File: src/rtl/fcml_pkg.sv
`timescale 1ns / 1ps
// ----------------------------------------------------------------------------
// fcml_pkg
// constants for the intermittency-map led flicker generator
// ----------------------------------------------------------------------------
package fcml_pkg;

	// number of led channels held in the level store
	localparam int NUM_CHANNELS = 8;
	localparam int CH_IDX_W     = (NUM_CHANNELS > 1) ? $clog2(NUM_CHANNELS) : 1;

	// field widths
	localparam int CH_W    = 3;
	localparam int DRAW_W  = 16;
	localparam int LEVEL_W = 16;
	localparam int DUTY_W  = 8;

	// q0.16 thresholds
	localparam logic [LEVEL_W:0] LOW_LIMIT  = 17'd5243;
	localparam logic [LEVEL_W:0] HIGH_LIMIT = 17'd65208;
	localparam logic [LEVEL_W:0] LEVEL_MAX  = 17'd65535;

	// reseed numerators: base + ((draw * span) >> 16)
	localparam logic [7:0] LOW_BASE  = 8'd20;
	localparam logic [7:0] LOW_SPAN  = 8'd60;
	localparam logic [7:0] HIGH_BASE = 8'd128;
	localparam logic [7:0] HIGH_SPAN = 8'd125;

	// reseed divisor and duty scale
	localparam logic [10:0] RESEED_DIV = 11'd1023;
	localparam logic [7:0]  DUTY_SCALE = 8'd255;

endpackage

File: src/rtl/flicker_chaos_map_led_top.sv
`timescale 1ns / 1ps
// ----------------------------------------------------------------------------
// flicker_chaos_map_led_top
// 1/f flicker generator for a bank of led channels
// ----------------------------------------------------------------------------
// usage:
//   input channel (in_valid/in_ready) carries a channel index and a 16-bit
//   random draw. each transaction advances that channel's q0.16 level once
//   through the intermittency map and produces exactly one output
//   transaction (out_valid/out_ready) with the channel and its new 8-bit duty.
// path: the item is captured in the input register when it is accepted,
//   and the result register loads from it once the result register is
//   free; out_valid is the result register's valid flag.
// throughput: one transaction per cycle while out_ready stays high, set by
//   the combinational map logic (one 16x16 square, compares, a constant
//   reseed divider) between the input register and the result register;
//   the store write for a channel lands on the same edge as its result, so
//   back-to-back hits on one channel see the fresh level.
// stall: when out_ready is low the result register holds, the input register
//   holds one more item, and in_ready drops only once both are full.
// reset: arst_n clears all valid flags and all channel levels to zero.
//   a channel index at or above the channel count leaves the store alone
//   and returns duty zero.
// ----------------------------------------------------------------------------
module flicker_chaos_map_led_top (
	input  logic                        clk,
	input  logic                        arst_n,
	input  logic                        in_valid,
	output logic                        in_ready,
	input  logic [fcml_pkg::CH_W-1:0]   channel,
	input  logic [fcml_pkg::DRAW_W-1:0] random_draw,
	output logic                        out_valid,
	input  logic                        out_ready,
	output logic [fcml_pkg::CH_W-1:0]   channel_out,
	output logic [fcml_pkg::DUTY_W-1:0] duty
);
	import fcml_pkg::*;

	// (n << 16) / 1023 for n below 256: 65536 = 64*1023 + 64, so the
	// quotient is 64n + floor(64n / 1023), and that small term needs one
	// estimate by a shift and a single correction
	function automatic logic [LEVEL_W-1:0] reseed_level(input logic [7:0] n);
		logic [13:0] x;
		logic [3:0]  r;
		logic [10:0] rem;
		logic [4:0]  r_adj;
		x   = {n, 6'b0};
		r   = x[13:10];
		rem = {1'b0, x[9:0]} + {7'b0, r};
		r_adj = (rem >= RESEED_DIV) ? ({1'b0, r} + 5'd1) : {1'b0, r};
		reseed_level = {2'b0, x} + {11'b0, r_adj};
	endfunction

	// input register
	logic                    valid_s1;
	logic [CH_W-1:0]         channel_s1;
	logic [DRAW_W-1:0]       draw_s1;

	// result register
	logic                    out_valid_q;
	logic [CH_W-1:0]         channel_q;
	logic [DUTY_W-1:0]       duty_q;

	// per-channel level store
	logic [LEVEL_W-1:0]      level_q [NUM_CHANNELS];

	logic                    advance;
	logic [CH_IDX_W-1:0]     idx;
	logic                    in_range;
	logic [LEVEL_W-1:0]      level_cur;
	logic [LEVEL_W:0]        to_one;
	logic [LEVEL_W-1:0]      sq_op;
	logic [2*LEVEL_W-1:0]    sq;
	logic [LEVEL_W:0]        delta;
	logic [LEVEL_W:0]        t_up;
	logic [LEVEL_W:0]        t_map;
	logic [DRAW_W+7:0]       low_prod;
	logic [DRAW_W+7:0]       high_prod;
	logic [7:0]              low_n;
	logic [7:0]              high_n;
	logic [LEVEL_W-1:0]      level_new;
	logic [LEVEL_W+DUTY_W-1:0] duty_prod;
	logic [DUTY_W-1:0]       duty_new;

	// result register frees when empty or taken this cycle
	assign advance  = !out_valid_q || out_ready;
	assign in_ready = !valid_s1 || advance;

	assign idx       = CH_IDX_W'(channel_s1);
	assign in_range  = (32'(channel_s1) < NUM_CHANNELS);
	assign level_cur = level_q[idx];

	// one shared square: the level itself below one half, else its
	// distance to one (at most one half, so 16 bits hold it)
	assign to_one = 17'h10000 - {1'b0, level_cur};
	assign sq_op  = level_cur[LEVEL_W-1] ? to_one[LEVEL_W-1:0] : level_cur;
	assign sq     = {{LEVEL_W{1'b0}}, sq_op} * {{LEVEL_W{1'b0}}, sq_op};
	assign delta  = sq[2*LEVEL_W-1:LEVEL_W-1];

	always_comb begin
		t_up = {1'b0, level_cur} + delta;
		if (!level_cur[LEVEL_W-1]) begin
			// grow by twice the square, saturating
			t_map = t_up[LEVEL_W] ? LEVEL_MAX : t_up;
		end else if (delta > {1'b0, level_cur}) begin
			t_map = '0;
		end else begin
			// shrink by twice the squared distance to one
			t_map = {1'b0, level_cur} - delta;
		end
	end

	// reseed numerators from the draw, constant multiplies only
	assign low_prod  = {8'b0, draw_s1} * {{DRAW_W{1'b0}}, LOW_SPAN};
	assign high_prod = {8'b0, draw_s1} * {{DRAW_W{1'b0}}, HIGH_SPAN};
	assign low_n     = LOW_BASE + low_prod[DRAW_W+7:DRAW_W];
	assign high_n    = HIGH_BASE + high_prod[DRAW_W+7:DRAW_W];

	// low reseed always lands below the high limit, so only one applies
	always_comb begin
		if (t_map < LOW_LIMIT) begin
			level_new = reseed_level(low_n);
		end else if (t_map > HIGH_LIMIT) begin
			level_new = reseed_level(high_n);
		end else begin
			level_new = t_map[LEVEL_W-1:0];
		end
	end

	// duty = (level * 255) >> 16 as shift and subtract
	assign duty_prod = {level_new, 8'b0} - {8'b0, level_new};
	assign duty_new  = in_range ? duty_prod[LEVEL_W+DUTY_W-1:LEVEL_W] : '0;

	always_ff @(posedge clk or negedge arst_n) begin
		if (!arst_n) begin
			valid_s1 <= 1'b0;
		end else if (in_ready) begin
			valid_s1 <= in_valid;
		end
	end

	always_ff @(posedge clk) begin
		if (in_ready && in_valid) begin
			channel_s1 <= channel;
			draw_s1    <= random_draw;
		end
	end

	always_ff @(posedge clk or negedge arst_n) begin
		if (!arst_n) begin
			out_valid_q <= 1'b0;
		end else if (advance) begin
			out_valid_q <= valid_s1;
		end
	end

	always_ff @(posedge clk) begin
		if (advance && valid_s1) begin
			channel_q <= channel_s1;
			duty_q    <= duty_new;
		end
	end

	// level store, cleared at reset, written with the result
	always_ff @(posedge clk or negedge arst_n) begin
		if (!arst_n) begin
			for (int i = 0; i < NUM_CHANNELS; i++) begin
				level_q[i] <= '0;
			end
		end else if (advance && valid_s1 && in_range) begin
			level_q[idx] <= level_new;
		end
	end

	assign out_valid   = out_valid_q;
	assign channel_out = channel_q;
	assign duty        = duty_q;

	// input side blocks only when both registers are full and stalled
	a_ready_only_when_full: assert property (@(posedge clk) disable iff (!arst_n)
		!in_ready |-> (valid_s1 && out_valid_q && !out_ready))
		else $error("in_ready low with room in the pipeline");

	// a freshly written level is never zero and never above the high limit
	a_level_bounds: assert property (@(posedge clk) disable iff (!arst_n)
		(advance && valid_s1 && in_range) |=>
		(level_q[$past(idx)] != '0 && {1'b0, level_q[$past(idx)]} <= HIGH_LIMIT))
		else $error("stored level out of map range");

	// a result appears only from an item held in the input register
	a_result_source: assert property (@(posedge clk) disable iff (!arst_n)
		$rose(out_valid_q) |-> $past(valid_s1))
		else $error("result without a captured transaction");

endmodule

File: config.mk
export PLATFORM = sky130hd
export DESIGN_NAME = flicker_chaos_map_led_top
export DESIGN_NICKNAME = d
export VERILOG_FILES = /design/src/rtl/fcml_pkg.sv /design/src/rtl/flicker_chaos_map_led_top.sv
export SDC_FILE = /design/constraint.sdc
export NUM_CORES = 1
export LEC_CHECK = 0
export ABC_CLOCK_PERIOD_IN_PS = 20000
export BUFFER_PORTS_ARGS = -buffer_cell sky130_fd_sc_hd__buf_4
export CORE_AREA = 3 3 220 222
export DETAILED_ROUTE_END_ITERATION = 8
export DIE_AREA = 0 0 223 225
export PLACE_DENSITY = 0.53
export SKIP_CTS_REPAIR_TIMING = 1
export SYNTH_ARGS = -nofsm -noshare
export SYNTH_HDL_FRONTEND = slang
export SYNTH_SLANG_ARGS = --single-unit
File: constraint.sdc
create_clock -name clk -period 20 [get_ports clk]
set_input_delay 4 -clock clk [delete_from_list [all_inputs] [get_ports clk]]
set_output_delay 4 -clock clk [all_outputs]
set_load 0.01 [all_outputs]
== Word level (Yosys, flattened, before mapping) ==
Cells that the tools add are included.

* Bitwise logic cells: 1
* Reductions and logical operators: 7
* $add $sub $neg: 12
* Mux-type cells: 14
* Order comparisons: 7
* Multipliers: 3

{| class="wikitable"
|+ Operators by type and width
! operator !! count
|-
| $bwmux W128 || 1
|-
| $mux W16 || 7
|-
| $bmux W16 S3 || 1
|-
| $demux W16 S3 || 1
|-
| $mux W17 || 2
|-
| $mul A16 B16 Y32 || 1
|-
| $sub A24 B16 Y24 || 1
|-
| $mul A16 B7 Y23 const B || 1
|-
| $ge A11 B10 Y1 const B || 2
|-
| $mul A16 B4 Y20 const B || 1
|-
| $add A16 B17 Y17 || 1
|-
| $gt A17 B16 Y1 || 1
|-
| $gt A17 B16 Y1 const B || 1
|-
| $lt A17 B13 Y1 const B || 1
|-
| $sub A16 B17 Y17 || 1
|-
| $sub A1 B16 Y16 const A || 1
|-
| $add A14 B5 Y15 || 1
|-
| $add A13 B4 Y14 || 1
|-
| $add A10 B3 Y11 || 1
|-
| $add A10 B4 Y11 || 1
|-
| $add A8 B7 Y8 const A || 1
|-
| $add A5 B6 Y7 const A || 1
|-
| $add A4 B1 Y5 const B || 1
|-
| $mux W5 || 1
|-
| 8 further kinds || 12
|}

* Register bits: 160
* Bits of input ports: 23
* Word-level logic and storage cells: 58

== Depth between registers and ports, before layout ==
Gate-level depths: netlist of the first run.

* Depth in word-level cells: 14
* Depth in mapped cells: 74
* Depth with buffers taken out: 67

== Worst setup path after synthesis of the first run ==
No wires, ideal clock.

* Path type: register to register
* Start point: register channel_s1[0]
* End point: register duty_q[3] (netlist: duty[3]) (data pin)
* Library setup time: 260 ps
* Required time: 19740 ps
* Stages on the path, launching flop included: 63
* Setup slack: 5100 ps
* Arrival: 14641 ps
* Buffers on the path: 6
* Cell sequence: edfxtp_1 > buf_6 > mux2_1 > a221o_1 > a2bb2oi_2 > clkbuf_1 > ha_1 > nand3_1 > o31ai_1 > xor2_1 > clkinv_1 > nand2_1 > inv_1 > fa_1 > inv_1 > fa_1 > inv_1 > fa_1 > [27 not listed] > nor4_2 > o311ai_1 > nand4_2 > nand2_1 > or2_1 > buf_2 > o21a_1 > clkbuf_1 > ha_1 > nand2_1 > nor3_1 > nand4_1 > nor4b_1 > o211ai_1 > o21ba_2 > a21oi_2 > nor3_1 > nand2b_1

* Word-level cells in the longest chain between the ends: 14
* Elaborated cells between the ends (all ways): 18
* Classes of those cells: add/sub: 4; mul: 1; order compare: 3; mux: 9; bitwise: 1

{| class="wikitable"
|+ RTL lines
! what !! RTL line !! source
|-
| start: declaration || flicker_chaos_map_led_top.sv:56 || <nowiki>logic [CH_W-1:0] channel_s1;</nowiki>
|-
| start signal: assignment || flicker_chaos_map_led_top.sv:144 || <nowiki>channel_s1 <= channel;</nowiki>
|-
| $not A3 Y4 (not written as such) * || flicker_chaos_map_led_top.sv:91 || <nowiki>assign level_cur = level_q[idx];</nowiki>
|-
| $bmux W16 S3 * || flicker_chaos_map_led_top.sv:91 ||
|-
| $mux W16 (not written as such) * (2 in series) || flicker_chaos_map_led_top.sv:91 ||
|-
| $sub A1 B16 Y16 || flicker_chaos_map_led_top.sv:95 || <nowiki>assign to_one = 17'h10000 - {1'b0, level_cur};</nowiki>
|-
| $mux W16 || flicker_chaos_map_led_top.sv:96 || <nowiki>assign sq_op = level_cur[LEVEL_W-1] ? to_one[LEVEL_W-1:0] : level_cur;</nowiki>
|-
| $mul A16 B16 Y32 || flicker_chaos_map_led_top.sv:97 || <nowiki>assign sq = {{LEVEL_W{1'b0}}, sq_op} * {{LEVEL_W{1'b0}}, sq_op};</nowiki>
|-
| $add A16 B17 Y17 (tied with other cells) || flicker_chaos_map_led_top.sv:101 || <nowiki>t_up = {1'b0, level_cur} + delta;</nowiki>
|-
| $mux W16 or $mux W17 (tied branches) || flicker_chaos_map_led_top.sv:104, flicker_chaos_map_led_top.sv:105 ||
|-
| $mux W17 * || flicker_chaos_map_led_top.sv:102 || <nowiki>if (!level_cur[LEVEL_W-1]) begin</nowiki>
|-
| $gt A17 B16 Y1 || flicker_chaos_map_led_top.sv:123 || <nowiki>end else if (t_map > HIGH_LIMIT) begin</nowiki>
|-
| $mux W16 || flicker_chaos_map_led_top.sv:123 ||
|-
| $mux W16 * || flicker_chaos_map_led_top.sv:121 || <nowiki>if (t_map < LOW_LIMIT) begin</nowiki>
|-
| $sub A24 B16 Y24 * || flicker_chaos_map_led_top.sv:131 || <nowiki>assign duty_prod = {level_new, 8'b0} - {8'b0, level_new};</nowiki>
|-
| via duty_prod[19] || flicker_chaos_map_led_top.sv:82 || <nowiki>logic [LEVEL_W+DUTY_W-1:0] duty_prod;</nowiki>
|-
| end signal: assignment || flicker_chaos_map_led_top.sv:160 || <nowiki>duty_q <= duty_new;</nowiki>
|-
| end: declaration || flicker_chaos_map_led_top.sv:62 || <nowiki>logic [DUTY_W-1:0] duty_q;</nowiki>
|}

The timed path passes the listed nets; every way through them passes the cells marked *. The select of a mux whose other input is x is not followed.
A chain may end at the register's enable or synchronous reset.

== Final worst setup path of the first run ==
* Start point: register channel_s1[0]
* End point: register duty_q[1] (netlist: duty[1]) (data pin)

* Word-level cells in the longest chain between the ends: 14
* Elaborated cells between the ends (all ways): 18
* Classes of those cells: add/sub: 4; mul: 1; order compare: 3; mux: 9; bitwise: 1

{| class="wikitable"
|+ RTL lines
! what !! RTL line !! source
|-
| $not A3 Y4 (not written as such) * || flicker_chaos_map_led_top.sv:91 ||
|-
| $bmux W16 S3 * || flicker_chaos_map_led_top.sv:91 ||
|-
| $mux W16 (not written as such) * (2 in series) || flicker_chaos_map_led_top.sv:91 ||
|-
| $sub A1 B16 Y16 || flicker_chaos_map_led_top.sv:95 ||
|-
| $mux W16 || flicker_chaos_map_led_top.sv:96 ||
|-
| $mul A16 B16 Y32 || flicker_chaos_map_led_top.sv:97 ||
|-
| $add A16 B17 Y17 (tied with other cells) || flicker_chaos_map_led_top.sv:101 ||
|-
| $mux W16 or $mux W17 (tied branches) || flicker_chaos_map_led_top.sv:104, flicker_chaos_map_led_top.sv:105 ||
|-
| $mux W17 * || flicker_chaos_map_led_top.sv:102 ||
|-
| $gt A17 B16 Y1 || flicker_chaos_map_led_top.sv:123 ||
|-
| $mux W16 || flicker_chaos_map_led_top.sv:123 ||
|-
| $mux W16 * || flicker_chaos_map_led_top.sv:121 ||
|-
| via level_new[2] || flicker_chaos_map_led_top.sv:81 || <nowiki>logic [LEVEL_W-1:0] level_new;</nowiki>
|-
| $sub A24 B16 Y24 * || flicker_chaos_map_led_top.sv:131 ||
|-
| via duty_prod[17] || flicker_chaos_map_led_top.sv:82 ||
|}

Marked as above.

==> flow_summary_export.csv, run 1 <==
group,metric,value,unit
setup_path,critical_path_class,"flip-flop to flip-flop",
finish,area_delta_synth_final,7.672,%
route,drc_errors,0,
grt,grt_pass1_wl,83.84,mm
synthesis,synth_cell_types,92,
synthesis,synth_edf_count,30,
route,drtAntennaViolNets,0,
cts,clkTransAtPathRegs,0.07,ns
timing,rsz0062_at_grt,"no",
timing,fin_tns_setup,0,ns
cts,cts_tree,"built",
die,coreArea,46560,um^2
grt,track_usage,21.26,%
route,top_layer,"met5",
timing,finalClockSkew,0.02318,ns
synthesis,synth_top_area_cell,"fa_1",
flow_run,maxCapViolations,0,
placed_design,placed_cell_area,20450,um^2
cts,clk_path_buf_depth,2,
grt,antenna_found_initial,0,
setup_path,crit_path_max_incr_delay,0.69,ns
cts,clock_tree.root_cell,"clkbuf_16",
finish,ff_latch_area,4154,um^2
synthesis,async_flop_share,81.25,%
grt,grt_max_degree,72,
finish,fin_nets,2552,
synthesis,syn_area,19560,um^2
finish,design_area,21060,um^2
timing,slew_violations,0,
route,vias_per_cell,5.358,
setup_path,endpoint_kind,"flip-flop",
placed_design,io_buffers,35,
synthesis,ys_top_cells_by_area,"fa_1 23%, dfrtp_1 17%, ha_1 13%",
route,wl_per_cell,19.05,um
timing,finalCritPeriodShare,91.35,%
finish,multiInputGateArea,13740,um^2
setup_path,worstPathMaxFanout,25,
route,drt-met1-wl,22.85,mm
synthesis,ys_ff_latch,160,
min_path,min_path_cells,2,
die,die-area,50180,um^2
route,drt_iter0_drc,923,
status,outcome,"finished clean",
setup_path,slowest_stage,"xor2_1",
synthesis,ys.flop_type,"dfrtp_1",
setup_path,cp_data_required_time,20.18,ns
timing,hold_violations,0,
placed_design,dpl.cell_count,2684,
finish,fin_cells,2717,
route,num_vias,14560,
die,std_cell_rows,79,
die,die_width,223,um
timing,layout_min_cycle_time,18.27,ns
route,dr.pass1.iters,6,
setup_path,reg2regPathDepth,60,
route,dr_wl_met3,2.464,mm
synthesis,netlist.area_leader.share,23.44,%
synthesis,syn_inst,2087,
finish,num_antenna_cells,0,
die,fp.dieH,225,um
timing,slew_headroom,19.26,%
synthesis,seq_area_frac_synth,21.24,%
finish,fill_cells,4563,
route,wl_met2,25.09,mm
synthesis,avgSynthCellArea,9.370,um^2
timing,worst_pin_slew,1.211,ns
grt,grt_pass1_vias,15220,
setup_path,arrival,18.45,ns
synthesis,yosysMostFrequentCell,"inv_1",
synthesis,synth_top_cells_by_count,"347 x inv_1, 261 x nand2_1, 229 x fa_1, 203 x ha_1, 130 x dfrtp_1",
timing,setup_violations,0,
cts,cts.sinks,160,
finish,drive_gt1_share,7.204,%
route,wl,51.76,mm
synthesis,yosysWarnings,0,
setup_path,cpMostUsedCell,"a21oi_1",
placed_design,dp_hpwl,41.25,mm
cts,cts_buffers,17,
placed_design,gp_congestion,0.8794,
cts,insertion_delay,0.47,ns
die,io_pins,36,
cts,htreeDepth,4,
min_path,min_path_type,"flip-flop to flip-flop",
grt,grt_overflow_total,0,
die,start_util,42.00,%
setup_path,cp-start-kind,"flip-flop",
timing,fmax,54.73,MHz
[final timing paths]
| path | startpoint | slack (ns) | to |
|---|---|---|---|
| min in group asynchronous | arst_n | 3.68 | level_q[125] |
| hold / removal | level_q[76] | 0.48 | level_q[76] |
| setup / recovery | channel_s1[0] | 1.73 | duty[1] |
| max in group asynchronous | arst_n | 15.02 | level_q[121] |
| setup reg to reg | channel_s1[0] | 1.73 | duty[1] |
| hold reg to reg | level_q[76] | 0.48 | level_q[76] |
[metal layers]
layer  vias up  GRT usage (%)
met2       333          36.04
met3        60          3.256
li1       6920              -
met4         2          5.886
met5         -         0.5693
met1      7244          28.46
[stage by stage]
step / hold WS [ns] / setup WS, ns / util, %
2_1_floorplan: 0.4380 / 5.100 / -
6_report: 0.4766 / 1.729 / 45.23
4_1_cts: 0.4809 / 1.488 / 45.19
3_3_place_gp: 0.4547 / 2.129 / 43.92
3_5_place_dp: 0.4639 / 1.571 / 43.92
5_1_grt: 0.5018 / 0.03272 / 45.23
[worst max-delay path, delay by kind of cell, from the launching register on]
family / cells / cell delay, ns
buffers and inverters: 6 / 1.12
muxes: 2 / 0.91
adders and majority gates: 9 / 3.91
xor gates and xnor gates: 3 / 0.94
and+or+nand+nor: 17 / 5.05
AOI/OAI and AO/OA: 23 / 5.64
DFF: 1 / 0.40
[final cells by class]
| class | instances | area share (%) |
|---|---|---|
| clock inverters | 14 | 0.6656 |
| clock buffers | 18 | 2.139 |
| multi-input cells | 1500 | 65.24 |
| repair buffers | 60 | 2.217 |
| well taps | 607 | 3.607 |
| inverters | 358 | 6.400 |
| flip-flops and latches | 160 | 19.73 |
[registers in the layout (all words and copies together), names as in the netlist]
signal and cells:
channel_out 3, channel_s1 3, draw_s1 16, duty 8, level_q 128, out_valid 1
valid_s1 1
[cells in the final DEF (no fill, tap or decap), types with 12 or more instances in the layout]
cell type / count
a31oi_1: 12
nand2b_1: 20
and2_1: 14
dfrtp_1: 130
fa_1: 229
clkbuf_16: 18
ha_1: 203
nor2_1: 105
a21o_1: 25
mux2i_1: 28
o21bai_1: 15
nand3_1: 26
nand2_1: 261
inv_1: 347
xnor2_1: 63
mux2_2: 22
o211ai_1: 13
edfxtp_1: 30
nor3_1: 22
mux4_2: 14
a21oi_1: 59
o21ai_0: 125
xor2_1: 21
buf_4: 58
o31ai_1: 18
[cells by family after synthesis]
group | Yosys count | synth area share [%]
AO/OA/AOI/OAI | 371 | 12.58
buffers and inverters | 436 | 8.683
XOR/XNOR | 84 | 3.762
flip-flops | 160 | 21.24
multiplexers | 68 | 4.620
adder cells (fa/ha/maj) | 434 | 36.53
AND/OR/NAND/NOR | 532 | 12.54
other | 2 | 0.03840
Power of run 1 is left out: the tool's default activity adds up to more than one toggle a clock period on the data nets, which glitch-free logic cannot reach.
==> inputs of run 2 (changes only) <==
- CELL_PAD_IN_SITES_DETAIL_PLACEMENT: unset -> 0
- CELL_PAD_IN_SITES_GLOBAL_PLACEMENT: unset -> 1
- PLACE_DENSITY: 0.53 -> 0.65
==> run 2 against run 1 <==
  * Final cell count up 0.15%
  * Wire length up 2.0%
  * Register-to-register slack worse by 0.11 ns
  * Non-clock buffer count up 4
  * Critical endpoint is now duty[4]
==> flow_summary_export.csv, run 2 (same netlist as run 1, synthesis figures left out) <==
group,metric,value,unit
cts,clk_path_buf_depth,2,
grt,antenna_found_initial,0,
grt,use_met2,37.38,%
setup_path,cp-start-kind,"flip-flop",
placed_design,gp_congestion,0.9187,
finish,drive_gt1_share,7.379,%
grt,grt_use_met1,29.47,%
die,start_util,42.00,%
grt,grt_max_degree,70,
grt,grt_overflow_total,0,
cts,clkTransAtPathRegs,0.07,ns
cts,cts.sinks,160,
route,dr.pass1.iters,5,
die,die-area,50180,um^2
min_path,min_path_type,"flip-flop to flip-flop",
finish,largest_reg_flops,128,
finish,fin_nets,2556,
cts,cts_buffers,17,
timing,fmax,54.41,MHz
timing,slew_violations,0,
timing,slew_headroom,23.12,%
finish,layout_commonest_cell,"inv_1",
route,vias_per_cell,5.363,
cts,clock_tree.root_cell,"clkbuf_16",
timing,finalClockSkew,0.01358,ns
route,drtAntennaViolNets,0,
timing,worst_pin_slew,1.121,ns
flow_run,maxCapViolations,0,
route,num_vias,14590,
grt,track_usage,21.70,%
placed_design,dp_hpwl,42.03,mm
timing,setup_violations,0,
route,drt_iter0_drc,817,
die,coreArea,46560,um^2
cts,insertion_delay,0.45,ns
setup_path,critical_path_class,"flip-flop to flip-flop",
grt,grt_pass1_wl,85.04,mm
grt,use_met3,2.670,%
die,std_cell_rows,79,
setup_path,worstPathMaxFanout,36,
timing,fin_tns_setup,0,ns
finish,regMostFlops,"level_q",
route,wl_per_cell,19.41,um
cts,cts_tree,"built",
route,drc_errors,0,
status,outcome,"finished clean",
die,io_pins,36,
setup_path,endpoint_kind,"flip-flop",
finish,final_cell_mix,"347 x inv_1, 261 x nand2_1, 229 x fa_1",
setup_path,cpMostUsedCell,"inv_1",
timing,layout_min_cycle_time,18.38,ns
setup_path,crit_path_max_incr_delay,0.62,ns
timing,rsz0062_at_grt,"no",
grt,grt_pass1_vias,15120,
grt,busiest_layer,"met2",
timing,finalCritPeriodShare,91.90,%
setup_path,arrival,18.55,ns
cts,htreeDepth,4,
setup_path,cp_data_required_time,20.17,ns
die,fp.dieH,225,um
finish,num_antenna_cells,0,
die,die_width,223,um
setup_path,slowest_stage,"xor2_1",
finish,area_delta_synth_final,7.678,%
timing,hold_violations,0,
route,wl,52.81,mm
placed_design,io_buffers,35,
run 2: changes by cell type in the layout (fill, tap and decap cells not counted):
| cell | change |
|---|---|
| buf_12 | -1 |
| buf_4 | +6 |
| buf_6 | -1 |
| clkbuf_1 | +1 |
| clkinv_1 | -1 |
| clkinv_2 | +3 |
| clkinv_4 | +1 |
| clkinvlp_4 | -1 |
| inv_6 | -2 |
| inv_8 | -1 |
run 2: through the flow:
stage | setup WS [ns] | std cells | cell area, um^2 | hold slack (ns) | utilization [%]
6_report | 1.621 | 2721 | 21060 | 0.4615 | 45.23
5_1_grt | 0.2409 | 2721 | 21060 | 0.4813 | 45.23
4_1_cts | 1.890 | 2721 | 21060 | 0.4610 | 45.23
3_5_place_dp | 1.970 | 2689 | 20470 | 0.4576 | 43.98
3_3_place_gp | 2.532 | 2689 | 20470 | 0.4371 | 43.98
2_1_floorplan | 5.100 | 2096 | 19590 | 0.4380 | -
run 2: worst paths after layout:
path                       slack (ns)     startpoint        endpoint  cells past startpoint
min                              0.46  channel_s1[2]  channel_out[2]                      0
max                              1.62  channel_s1[1]         duty[4]                     64
min reg2reg                      0.46  channel_s1[2]  channel_out[2]                      0
max in group asynchronous       14.93         arst_n    level_q[126]                      2
max reg2reg                      1.62  channel_s1[1]         duty[4]                     64
min in group asynchronous        3.63         arst_n    level_q[112]                      1
run 2: area by class of cell:
type                            count  area (um^2)
Multi-Input combinational cell   1500        13740
Inverter                          358         1344
Clock inverter                     13        127.6
Sequential cell                   160         4154
Fill cell                        4558        25500
Clock buffer                       19        454.2
Timing Repair Buffer               64        480.5
Tap cell                          607        759.5
run 2: critical path, delay by kind of cell, from the launching register on:
kind	cells	cell delay, ns
AO/OA/AOI/OAI	24	6.10
AND/OR/NAND/NOR	17	5.10
adder cells (fa/ha/maj)	9	3.63
buffers and inverters	10	1.43
XOR/XNOR	3	0.87
flip-flops	1	0.49
multiplexers	1	0.40
run 2: routing by layer:
layer	routed length, um	up-vias
li1	-	6928
met3	2230	37
met1	23520	7329
met4	713	0
met5	0	-
met2	26350	298
Power of run 2 is left out for the same reason.
